$ cat src/hdl/gkt_pkg.sv
package gkt_pkg;

  localparam int unsigned EntriesDefault = 16;
  localparam int unsigned LookupMax      = 16;

  localparam logic [2:0] OpLookup = 3'd0;
  localparam logic [2:0] OpSave   = 3'd1;
  localparam logic [2:0] OpRemove = 3'd2;
  localparam logic [2:0] OpPut    = 3'd3;
  localparam logic [2:0] OpClear  = 3'd4;

  localparam logic [1:0] StOk     = 2'd0;
  localparam logic [1:0] StReject = 2'd1;
  localparam logic [1:0] StStaged = 2'd2;
  localparam logic [1:0] StNone   = 2'd3;

  typedef struct packed {
    logic [2:0]  op;
    logic [15:0] entry_id;
    logic [63:0] key_high;
    logic [63:0] key_low;
    logic        last_key;
    logic [4:0]  max_keys;
  } gkt_in_t;

  typedef struct packed {
    logic [1:0]  status;
    logic [63:0] found_key_high;
    logic [63:0] found_key_low;
    logic [4:0]  key_count;
    logic        final_result;
  } gkt_out_t;

  // Datapath command from the controller.
  typedef enum logic [3:0] {
    CmdNop,
    CmdLatch,      // capture the input item, reset walk pointers
    CmdStage,      // write the key into staging
    CmdDropStage,  // empty staging
    CmdScanStep,   // read entry at read pointer, count/compare, advance
    CmdCompStep,   // compact step: move entry rd -> wr if it survives
    CmdAppendStep, // move one staged key to the table end
    CmdPut,        // append input key
    CmdClear,      // empty table
    CmdFinishCompact, // entry count <- write pointer
    CmdResetWalk   // rewind pointers
  } gkt_cmd_e;

  typedef struct packed {
    logic       scan_done;   // read pointer reached entry count
    logic       app_done;    // all staged keys appended or table full
    logic       match;       // entry at read pointer has the latched id
    logic       id_zero;
    logic       full;
    logic       stage_empty; // no keys staged and no overflow
    logic       stage_ovf;
    logic       fits;        // survivors + staged <= ENTRIES, staged id nonzero
    logic       limit_hit;   // matches reached lookup limit
    logic       any_match;
  } gkt_sts_t;

endpackage

$ cat src/hdl/grouped_key_table_engine_unit.sv
// Channel   | Direction | Handshake              | Payload
// ----------+-----------+------------------------+-----------
// in        | input     | in_valid_i/in_stall_o  | gkt_in_t
// out       | output    | out_valid_o/out_stall_i| gkt_out_t
//
// One item at a time. Put, clear and staging need no table walk; remove
// walks the table once; a save commit walks it twice and then appends
// staged keys, or rejects after one walk if they do not fit. A lookup
// counts the matches, then walks again to send them. One sequencer and
// one table read port serialise the walks. Reset clears counts only;
// table rows are undefined until written. A stalled result holds.
module grouped_key_table_engine_unit
  import gkt_pkg::*;
#(
  parameter int unsigned Entries = EntriesDefault
) (
  input  logic     clk_i,
  input  logic     rst_ni,
  input  logic     in_valid_i,
  output logic     in_stall_o,
  input  gkt_in_t  in_data_i,
  output logic     out_valid_o,
  input  logic     out_stall_i,
  output gkt_out_t out_data_o
);
  gkt_cmd_e    cmd;
  gkt_sts_t    sts;
  logic [63:0] rd_high, rd_low;
  logic [4:0]  match_cnt, count;

  gkt_controller u_ctrl (
    .clk_i, .rst_ni, .in_valid_i, .in_stall_o, .in_data_i,
    .out_valid_o, .out_stall_i, .out_data_o,
    .cmd_o(cmd), .sts_i(sts), .rd_high_i(rd_high), .rd_low_i(rd_low),
    .match_cnt_i(match_cnt), .count_i(count)
  );

  gkt_datapath #(.Entries(Entries)) u_dp (
    .clk_i, .rst_ni, .cmd_i(cmd), .item_i(in_data_i), .sts_o(sts),
    .rd_high_o(rd_high), .rd_low_o(rd_low), .match_cnt_o(match_cnt),
    .count_o(count)
  );

endmodule

$ cat src/hdl/gkt_datapath.sv
module gkt_datapath
  import gkt_pkg::*;
#(
  parameter int unsigned Entries = EntriesDefault
) (
  input  logic     clk_i,
  input  logic     rst_ni,
  input  gkt_cmd_e cmd_i,
  input  gkt_in_t  item_i,
  output gkt_sts_t sts_o,
  output logic [63:0] rd_high_o,
  output logic [63:0] rd_low_o,
  output logic [4:0]  match_cnt_o,
  output logic [4:0]  count_o
);
  localparam int unsigned IdxW = (Entries > 1) ? $clog2(Entries) : 1;
  localparam int unsigned CntW = $clog2(Entries + 1);

  logic [15:0] ids_q  [Entries];
  logic [63:0] khi_q  [Entries];
  logic [63:0] klo_q  [Entries];
  logic [63:0] shi_q  [Entries];
  logic [63:0] slo_q  [Entries];

  logic [CntW-1:0] count_q, count_d;
  logic [CntW-1:0] scount_q, scount_d;
  logic [15:0]     sid_q, sid_d;
  logic            sovf_q, sovf_d;
  logic [CntW-1:0] rd_q, rd_d, wr_q, wr_d, surv_q, surv_d;
  logic [4:0]      nm_q, nm_d;
  gkt_in_t         it_q;

  logic [IdxW-1:0] rd_idx, wr_idx, sc_idx, cnt_idx;
  logic [4:0]      lim;
  logic [CntW:0]   need;
  logic [15:0]     key_id;

  assign rd_idx  = rd_q[IdxW-1:0];
  assign wr_idx  = wr_q[IdxW-1:0];
  assign sc_idx  = scount_q[IdxW-1:0];
  assign cnt_idx = count_q[IdxW-1:0];
  assign lim     = (it_q.max_keys > 5'(LookupMax)) ? 5'(LookupMax) : it_q.max_keys;
  assign need    = {1'b0, surv_q} + {1'b0, scount_q};
  // A save commit walks against the id latched at the start of the run.
  assign key_id  = (it_q.op == OpSave) ? sid_q : it_q.entry_id;

  always_comb begin
    sts_o.scan_done   = (rd_q >= count_q);
    sts_o.app_done    = (rd_q >= scount_q) || (count_q >= CntW'(Entries));
    sts_o.match       = (ids_q[rd_idx] == key_id);
    sts_o.id_zero     = (it_q.entry_id == 16'd0);
    sts_o.full        = (count_q >= CntW'(Entries));
    sts_o.stage_empty = (scount_q == '0) && !sovf_q;
    sts_o.stage_ovf   = sovf_q;
    sts_o.fits        = (need <= (CntW+1)'(Entries)) && (sid_q != 16'd0);
    sts_o.limit_hit   = (nm_q >= lim);
    sts_o.any_match   = (nm_q != 5'd0);
  end

  assign rd_high_o   = khi_q[rd_idx];
  assign rd_low_o    = klo_q[rd_idx];
  assign match_cnt_o = nm_q;
  assign count_o     = 5'(count_q);

  always_comb begin
    count_d  = count_q;
    scount_d = scount_q;
    sid_d    = sid_q;
    sovf_d   = sovf_q;
    rd_d     = rd_q;
    wr_d     = wr_q;
    surv_d   = surv_q;
    nm_d     = nm_q;
    case (cmd_i)
      CmdLatch, CmdResetWalk: begin
        rd_d = '0; wr_d = '0; surv_d = '0; nm_d = '0;
      end
      CmdStage: begin
        if (scount_q == '0 && !sovf_q) sid_d = it_q.entry_id;
        if (scount_q < CntW'(Entries)) scount_d = scount_q + 1'b1;
        else sovf_d = 1'b1;
      end
      CmdDropStage: begin
        scount_d = '0; sid_d = '0; sovf_d = 1'b0;
      end
      CmdScanStep: begin
        rd_d = rd_q + 1'b1;
        if (ids_q[rd_idx] != key_id) surv_d = surv_q + 1'b1;
        else nm_d = nm_q + 5'd1;
      end
      CmdCompStep: begin
        rd_d = rd_q + 1'b1;
        if (ids_q[rd_idx] != key_id) wr_d = wr_q + 1'b1;
      end
      CmdFinishCompact: begin
        count_d = wr_q;
        rd_d    = '0;
      end
      CmdAppendStep: begin
        rd_d = rd_q + 1'b1;
        count_d = count_q + 1'b1;
      end
      CmdPut: begin
        count_d = count_q + 1'b1;
        scount_d = '0; sid_d = '0; sovf_d = 1'b0;
      end
      CmdClear: begin
        count_d = '0;
        scount_d = '0; sid_d = '0; sovf_d = 1'b0;
      end
      default: ;
    endcase
  end

  always_ff @(posedge clk_i or negedge rst_ni) begin
    if (!rst_ni) begin
      count_q <= '0; scount_q <= '0; sid_q <= '0; sovf_q <= 1'b0;
      rd_q <= '0; wr_q <= '0; surv_q <= '0; nm_q <= '0;
    end else begin
      count_q <= count_d; scount_q <= scount_d; sid_q <= sid_d; sovf_q <= sovf_d;
      rd_q <= rd_d; wr_q <= wr_d; surv_q <= surv_d; nm_q <= nm_d;
    end
  end

  always_ff @(posedge clk_i) begin
    if (cmd_i == CmdLatch) it_q <= item_i;
    case (cmd_i)
      CmdStage: begin
        if (scount_q < CntW'(Entries)) begin
          shi_q[sc_idx] <= it_q.key_high;
          slo_q[sc_idx] <= it_q.key_low;
        end
      end
      CmdCompStep: begin
        if (ids_q[rd_idx] != key_id) begin
          ids_q[wr_idx] <= ids_q[rd_idx];
          khi_q[wr_idx] <= khi_q[rd_idx];
          klo_q[wr_idx] <= klo_q[rd_idx];
        end
      end
      CmdAppendStep: begin
        ids_q[cnt_idx] <= sid_q;
        khi_q[cnt_idx] <= shi_q[rd_idx];
        klo_q[cnt_idx] <= slo_q[rd_idx];
      end
      CmdPut: begin
        ids_q[cnt_idx] <= it_q.entry_id;
        khi_q[cnt_idx] <= it_q.key_high;
        klo_q[cnt_idx] <= it_q.key_low;
      end
      default: ;
    endcase
  end

endmodule

$ cat src/hdl/gkt_controller.sv
module gkt_controller
  import gkt_pkg::*;
(
  input  logic        clk_i,
  input  logic        rst_ni,
  input  logic        in_valid_i,
  output logic        in_stall_o,
  input  gkt_in_t     in_data_i,
  output logic        out_valid_o,
  input  logic        out_stall_i,
  output gkt_out_t    out_data_o,
  output gkt_cmd_e    cmd_o,
  input  gkt_sts_t    sts_i,
  input  logic [63:0] rd_high_i,
  input  logic [63:0] rd_low_i,
  input  logic [4:0]  match_cnt_i,
  input  logic [4:0]  count_i
);
  typedef enum logic [3:0] {
    SIdle, SDispatch, SLkCount, SLkRewind, SLkEmit, SLkWait,
    SSvScan, SSvComp, SSvFinish, SSvAppend, SRmComp, SRmFinish,
    SRespond, SWait
  } state_e;

  state_e   state_q;
  gkt_in_t  it_q;
  logic [4:0] total_q, sent_q;
  logic [1:0] st_q;
  logic     mode_q; // 1: save commit rejected, drop staged keys instead of appending
  gkt_out_t out_q;
  logic     ov_q;

  assign in_stall_o  = (state_q != SIdle);
  assign out_valid_o = ov_q;
  assign out_data_o  = out_q;

  logic lim_hit;
  logic [4:0] lim;
  assign lim = (it_q.max_keys > 5'(LookupMax)) ? 5'(LookupMax) : it_q.max_keys;
  assign lim_hit = (sent_q >= total_q);

  always_comb begin
    cmd_o = CmdNop;
    case (state_q)
      SIdle: if (in_valid_i) begin
        cmd_o = CmdLatch;
      end
      SDispatch: begin
        case (it_q.op)
          OpSave:  cmd_o = CmdStage;
          OpPut:   cmd_o = sts_i.full ? CmdDropStage : CmdPut;
          OpClear: cmd_o = CmdClear;
          default: cmd_o = CmdDropStage;
        endcase
      end
      SLkCount: if (!sts_i.scan_done && !sts_i.limit_hit) cmd_o = CmdScanStep;
      SLkRewind: cmd_o = CmdResetWalk;
      SLkEmit: if (!sts_i.scan_done && !sts_i.match) cmd_o = CmdScanStep;
      SLkWait: if (!out_stall_i) cmd_o = CmdScanStep;
      SSvScan: begin
        if (!sts_i.scan_done) cmd_o = CmdScanStep;
        else if (sts_i.fits && !sts_i.stage_ovf) cmd_o = CmdResetWalk;
      end
      SSvComp, SRmComp: if (!sts_i.scan_done) cmd_o = CmdCompStep;
      SSvFinish, SRmFinish: cmd_o = CmdFinishCompact;
      SSvAppend: cmd_o = (sts_i.app_done || mode_q) ? CmdDropStage : CmdAppendStep;
      default: ;
    endcase
  end

  // Lookup emit walks with scan steps: they only advance the read pointer
  // and the counters, so the table is never written during a lookup.

  always_ff @(posedge clk_i or negedge rst_ni) begin
    if (!rst_ni) begin
      state_q <= SIdle; ov_q <= 1'b0; total_q <= '0; sent_q <= '0;
      st_q <= StOk; mode_q <= 1'b0; it_q <= '0; out_q <= '0;
    end else begin
      if (ov_q && !out_stall_i) ov_q <= 1'b0;
      case (state_q)
        SIdle: if (in_valid_i) begin
          it_q <= in_data_i;
          state_q <= SDispatch;
        end
        SDispatch: begin
          case (it_q.op)
            OpLookup: state_q <= SLkCount;
            OpSave: begin
              if (!it_q.last_key) begin st_q <= StStaged; state_q <= SRespond; end
              else state_q <= SSvScan;
            end
            OpRemove: begin
              if (it_q.entry_id == 16'd0) begin st_q <= StReject; state_q <= SRespond; end
              else state_q <= SRmComp;
            end
            OpPut: begin
              st_q <= sts_i.full ? StReject : StOk; state_q <= SRespond;
            end
            OpClear: begin st_q <= StOk; state_q <= SRespond; end
            default: begin st_q <= StReject; state_q <= SRespond; end
          endcase
        end
        SLkCount: begin
          total_q <= lim;
          if (sts_i.scan_done || sts_i.limit_hit) begin
            total_q <= match_cnt_i;
            sent_q <= '0;
            state_q <= (match_cnt_i == 5'd0) ? SRespond : SLkRewind;
            st_q <= StNone;
          end
        end
        SLkRewind: state_q <= SLkEmit;
        SLkEmit: if (sts_i.match && !ov_q) begin
          out_q.status         <= StOk;
          out_q.found_key_high <= rd_high_i;
          out_q.found_key_low  <= rd_low_i;
          out_q.key_count      <= total_q;
          out_q.final_result   <= (sent_q + 5'd1 == total_q);
          ov_q   <= 1'b1;
          sent_q <= sent_q + 5'd1;
          state_q <= SLkWait;
        end
        SLkWait: if (!out_stall_i) begin
          state_q <= lim_hit ? SIdle : SLkEmit;
        end
        SSvScan: if (sts_i.scan_done) begin
          if (sts_i.fits && !sts_i.stage_ovf) state_q <= SSvComp;
          else begin st_q <= StReject; state_q <= SSvAppend; mode_q <= 1'b1; end
        end
        SSvComp: if (sts_i.scan_done) state_q <= SSvFinish;
        SSvFinish: begin st_q <= StOk; mode_q <= 1'b0; state_q <= SSvAppend; end
        SSvAppend: if (sts_i.app_done || mode_q) state_q <= SRespond;
        SRmComp: if (sts_i.scan_done) state_q <= SRmFinish;
        SRmFinish: begin st_q <= StOk; state_q <= SRespond; end
        SRespond: if (!ov_q || !out_stall_i) begin
          out_q.status         <= st_q;
          out_q.found_key_high <= '0;
          out_q.found_key_low  <= '0;
          out_q.key_count      <= (st_q == StNone) ? 5'd0 : count_i;
          out_q.final_result   <= 1'b1;
          ov_q    <= 1'b1;
          mode_q  <= 1'b0;
          state_q <= SIdle;
        end
        default: state_q <= SIdle;
      endcase
    end
  end

endmodule
$ cat config.mk
export PLATFORM = sky130hd
export DESIGN_NAME = grouped_key_table_engine_unit
export DESIGN_NICKNAME = d
export VERILOG_FILES = /design/src/hdl/gkt_pkg.sv /design/src/hdl/grouped_key_table_engine_unit.sv /design/src/hdl/gkt_datapath.sv /design/src/hdl/gkt_controller.sv
export SDC_FILE = /design/constraint.sdc
export NUM_CORES = 2
export LEC_CHECK = 0
export ABC_AREA = 1
export BUFFER_PORTS_ARGS = -buffer_cell sky130_fd_sc_hd__buf_4
export CAP_MARGIN = 40
export CORE_UTILIZATION = 40
export DETAILED_ROUTE_END_ITERATION = 6
export SKIP_CTS_REPAIR_TIMING = 1
export SLEW_MARGIN = 40
export SYNTH_ARGS = -nofsm -noshare
export SYNTH_HDL_FRONTEND = slang
export SYNTH_MEMORY_MAX_BITS = 65536
export SYNTH_SLANG_ARGS = --single-unit
$ cat constraint.sdc
create_clock -name clk_i -period 14.7 [get_ports clk_i]
set_clock_uncertainty 0.15 [all_clocks]
set_input_delay 0.735 -clock clk_i [delete_from_list [all_inputs] [get_ports clk_i]]
set_output_delay 0.735 -clock clk_i [all_outputs]
set_load 0.05 [all_outputs]
==> impl_metrics.xml <==
<?xml version="1.0" encoding="UTF-8"?>
<metrics>
  <group name="status">
    <metric name="outcome" unit="">complete, no violations</metric>
  </group>
  <group name="worst_hold_path">
    <metric name="hp-start" unit="">in_valid_i</metric>
    <metric name="hold_path_class" unit="">primary input to flip-flop</metric>
  </group>
  <group name="worst_setup_path">
    <metric name="crit_fanout" unit="">155</metric>
    <metric name="r2r-start" unit="">u_dp.rd_q[0]</metric>
    <metric name="timing_worst_setup_path_type" unit="">flip-flop to flip-flop</metric>
    <metric name="path_buf_inv" unit="">5</metric>
    <metric name="critical-path-top-delay-family" unit="">buffers and inverters</metric>
    <metric name="critPathLaunchType" unit="">flip-flop</metric>
    <metric name="end_kind" unit="">flip-flop</metric>
    <metric name="startpoint" unit="">u_dp.rd_q[0]</metric>
    <metric name="critical_path.slowest_cell" unit="">sky130_fd_sc_hd__nor2_4</metric>
    <metric name="cells_along_the_critical_path" unit="">buf_6 -&gt; buf_6 -&gt; buf_12 -&gt; nand2_1 -&gt; nand2_1 -&gt; nand2_1 -&gt; nand3_1 -&gt; nand3_1 -&gt; nand2_1 -&gt; nand2_1 -&gt; nand2_1 -&gt; nor2_1 -&gt; nand2_1 -&gt; nor2_1 -&gt; nand2_1 -&gt; nand2_1 -&gt; nand2_1 -&gt; nand3_1 -&gt; nor2_4 -&gt; buf_4 -&gt; buf_6</metric>
    <metric name="worst_ep_required_time" unit="ps">15170</metric>
    <metric name="cpMostUsedCell" unit="">sky130_fd_sc_hd__nand2_1</metric>
    <metric name="cp.arrival" unit="ps">7950</metric>
    <metric name="timing.critical_path.slowest_cell_delay" unit="ps">790</metric>
  </group>
  <group name="synth">
    <metric name="synth_cell_types" unit="">50</metric>
    <metric name="postSynthRegisterBits" unit="">4730</metric>
    <metric name="synth.area.top_cells" unit="">sky130_fd_sc_hd__edfxtp_1, sky130_fd_sc_hd__nand2_1, sky130_fd_sc_hd__o21ai_0</metric>
    <metric name="synthFlopType" unit="">sky130_fd_sc_hd__edfxtp_1</metric>
    <metric name="yosys.area.top_type_share" unit="%">74.0</metric>
    <metric name="syn_inst" unit="">13100</metric>
    <metric name="synth_area_per_cell" unit="µm²">13.9</metric>
    <metric name="yosysTopAreaCell" unit="">sky130_fd_sc_hd__edfxtp_1</metric>
    <metric name="post-synth-top-count-cell" unit="">sky130_fd_sc_hd__edfxtp_1</metric>
    <metric name="number_of_enable_type_register_cells_in_the_synthesized_netlist" unit="">4504</metric>
    <metric name="synth_commonest_cells" unit="">sky130_fd_sc_hd__edfxtp_1, sky130_fd_sc_hd__nand2_1, sky130_fd_sc_hd__o21ai_0</metric>
    <metric name="synthesis.nets" unit="">13300</metric>
    <metric name="postSynth.asyncResetShare" unit="%">4.78</metric>
    <metric name="syn_area" unit="µm²">183000</metric>
    <metric name="yosysWarningCount" unit="">0</metric>
    <metric name="synth_sequential_area_ratio" unit="%">77.1</metric>
  </group>
  <group name="grt">
    <metric name="globalRouteTotalUtil" unit="%">23.9</metric>
    <metric name="grt_pass1_wl" unit="mm">811</metric>
    <metric name="grt_pass1_vias" unit="">112000</metric>
    <metric name="grt_start_max_net_pins" unit="">156</metric>
    <metric name="grt_antenna_before_repair" unit="">21</metric>
    <metric name="globalRoute.totalOverflow" unit="">0</metric>
  </group>
  <group name="floorplan">
    <metric name="initial_core_util" unit="%">40.3</metric>
    <metric name="chipHeight" unit="µm">678</metric>
    <metric name="design.core.area" unit="µm²">454000</metric>
    <metric name="die_x" unit="µm">678</metric>
    <metric name="ios" unit="">295</metric>
    <metric name="dieArea" unit="µm²">460000</metric>
    <metric name="rows" unit="">247</metric>
  </group>
  <group name="placement">
    <metric name="dp_hpwl" unit="mm">305</metric>
    <metric name="buffer_ports.inserted" unit="">294</metric>
    <metric name="place.gp.congestion" unit="">0.818</metric>
    <metric name="dp_cells" unit="">18900</metric>
    <metric name="placed_cell_area" unit="µm²">194000</metric>
    <metric name="pre_cts_slack" unit="ps">7200</metric>
  </group>
  <group name="route">
    <metric name="antenna_left" unit="">0</metric>
    <metric name="detail_route.first_pass.iterations" unit="">7</metric>
    <metric name="via_count" unit="">118000</metric>
    <metric name="routed_via_density" unit="">5.89</metric>
    <metric name="remaining_drc_errors" unit="">0</metric>
    <metric name="wl" unit="mm">568</metric>
    <metric name="routedWlPerCell" unit="µm">28.5</metric>
    <metric name="drtIter0Drc" unit="">13900</metric>
  </group>
  <group name="timing">
    <metric name="rsz0062_at_grt" unit="">no</metric>
    <metric name="final_min_period_over_clock_period" unit="%">50.9</metric>
    <metric name="worst_slew_pin_tran" unit="ps">939</metric>
    <metric name="finalHoldWorstSlack" unit="ps">24.5</metric>
    <metric name="drv_slew" unit="">0</metric>
    <metric name="setup-tns-final" unit="ps">0</metric>
    <metric name="finalSetupViolCount" unit="">0</metric>
    <metric name="hold_violations" unit="">0</metric>
    <metric name="timing.fmax" unit="GHz">0.134</metric>
    <metric name="worst_slew_margin_rel" unit="%">36.7</metric>
    <metric name="final.min_clock_period" unit="ps">7480</metric>
    <metric name="final_critical_path_setup_slack" unit="ps">7220</metric>
  </group>
  <group name="clock_tree">
    <metric name="cts-buffers-inserted" unit="">464</metric>
    <metric name="clock_tree.buffer_depth" unit="">4</metric>
    <metric name="clock_insertion_delay_worst_skew" unit="ps">1040</metric>
    <metric name="tritoncts" unit="">built</metric>
    <metric name="cts_htree_levels" unit="">5</metric>
    <metric name="clk_pin_slew" unit="ps">60</metric>
    <metric name="cts_root_buf" unit="">sky130_fd_sc_hd__clkbuf_16</metric>
    <metric name="clkSinkCount" unit="">4730</metric>
  </group>
  <group name="power">
    <metric name="swShare" unit="%">30.8</metric>
    <metric name="cell_internal_pwr" unit="mW">25.5</metric>
    <metric name="report.power.total" unit="mW">36.8</metric>
    <metric name="vdd.ir_drop.worst" unit="mV">0.137</metric>
    <metric name="total_leakage_power" unit="nW">70.0</metric>
    <metric name="pwr_cell_area" unit="nW/µm²">175</metric>
    <metric name="seq_power_share" unit="%">46.9</metric>
    <metric name="switching_power" unit="mW">11.4</metric>
    <metric name="clock_power_share" unit="%">31.9</metric>
    <metric name="combinationalPowerShare" unit="%">21.3</metric>
  </group>
  <group name="finish">
    <metric name="area_growth" unit="%">15.3</metric>
    <metric name="finish.cell_count_without_fillers" unit="">20000</metric>
    <metric name="drive_gt1_share" unit="%">11.2</metric>
    <metric name="num-nets-final" unit="">13700</metric>
    <metric name="layout.core_utilization" unit="%">46.5</metric>
    <metric name="postLayoutCellArea" unit="µm²">211000</metric>
  </group>
  <group name="run">
    <metric name="maxCapViolations" unit="">0</metric>
  </group>
</metrics>
==> power by group through the flow <==
| stage | clock (mW) | sequential [mW] | combinational [mW] |
|---|---|---|---|
| finish | 11.7 | 17.3 | 7.83 |
| global route | 12.4 | 17.3 | 8.48 |
| CTS | 11.9 | 17.2 | 7.81 |
| detailed placement | 0 | 17.5 | 7.80 |
| global placement | 0 | 17.5 | 7.57 |
| floorplan | 0 | 17.6 | 4.34 |
==> cell usage in the layout, fill, tap and decap left out, types with 238 or more instances in the layout <==
| cell | count |
|---|---|
| sky130_fd_sc_hd__a31oi_1 | 527 |
| sky130_fd_sc_hd__buf_4 | 580 |
| sky130_fd_sc_hd__o22ai_1 | 422 |
| sky130_fd_sc_hd__nand2_1 | 2450 |
| sky130_fd_sc_hd__clkbuf_16 | 471 |
| sky130_fd_sc_hd__nor2_1 | 938 |
| sky130_fd_sc_hd__edfxtp_1 | 4504 |
| sky130_fd_sc_hd__inv_1 | 238 |
| sky130_fd_sc_hd__o21ai_0 | 1170 |
| sky130_fd_sc_hd__o221ai_1 | 659 |
==> final cells by class <==
class / count / area (µm²)
clock inverter: 249 / 2340
sequential: 4730 / 141000
tap: 5976 / 7480
inverter: 247 / 982
antenna: 46 / 115
multi-input combinational: 7224 / 38300
fill: 39500 / 243000
timing repair buffer: 870 / 8240
clock buffer: 612 / 12500
==> tightest hold or removal path, stage by stage <==
cell and delay (ps):
sky130_fd_sc_hd__buf_4 130, sky130_fd_sc_hd__inv_1 80, sky130_fd_sc_hd__nor2_4 90, sky130_fd_sc_hd__nand2_1 70, sky130_fd_sc_hd__nand2_1 50
==> logic make-up (layout without fill, tap and decap cells) <==
kind of cell             after synthesis  in the layout  synth area share [%]
other                                  0             46                     0
adder cells (fa/ha/maj)               38             38                 0.264
flip-flops                          4730           4730                  77.1
AND/OR/NAND/NOR                     3689           3689                  7.79
AO/OA/AOI/OAI                       3477           3477                  12.3
buffers and inverters               1187           1978                  2.50
XOR/XNOR                              20             20                0.0958
==> per-layer routing <==
layer / routed length (µm) / global-route usage, % / part of all wire, % / vias to the layer above
met5: 26 / 0 / 0.0046 / -
met4: 24900 / 10.1 / 4.4 / 4
met3: 45100 / 3.17 / 7.9 / 979
met2: 272000 / 39.2 / 48 / 5556
met1: 227000 / 32.1 / 40 / 59900
li1: - / - / - / 51100
==> state kept, by name (all words and copies together), names as in the netlist, 2 cells and up <==
register,count
u_dp.khi_q,1024
u_dp.klo_q,1024
u_dp.shi_q,1024
u_dp.slo_q,1024
u_dp.ids_q,256
u_dp.it_q,152
u_ctrl.out_data_o,136
u_ctrl.it_q,25
u_dp.sid_q,16
u_ctrl.sent_q,5
u_ctrl.total_q,5
u_dp.count_o,5
u_dp.match_cnt_o,5
u_dp.rd_q,5
u_dp.scount_q,5
u_dp.surv_q,5
u_dp.wr_q,5
u_ctrl.state_q,4
u_ctrl.st_q,2
==> final timing paths <==
kind | depth (start not counted) | slack [ps] | endpoint
worst max-delay path | 21 | 7220 | u_dp.klo_q[11][33]
max in group asynchronous | 7 | 11860 | u_ctrl.out_data_o[108]
min in group asynchronous | 2 | 30 | u_ctrl.out_data_o[131]
worst min register to register | 2 | 320 | u_ctrl.it_q[141]
worst max register to register | 21 | 7220 | u_dp.klo_q[11][33]
worst min-delay path | 5 | 20 | u_ctrl.it_q[2]
(Power assumes the default switching activity.)
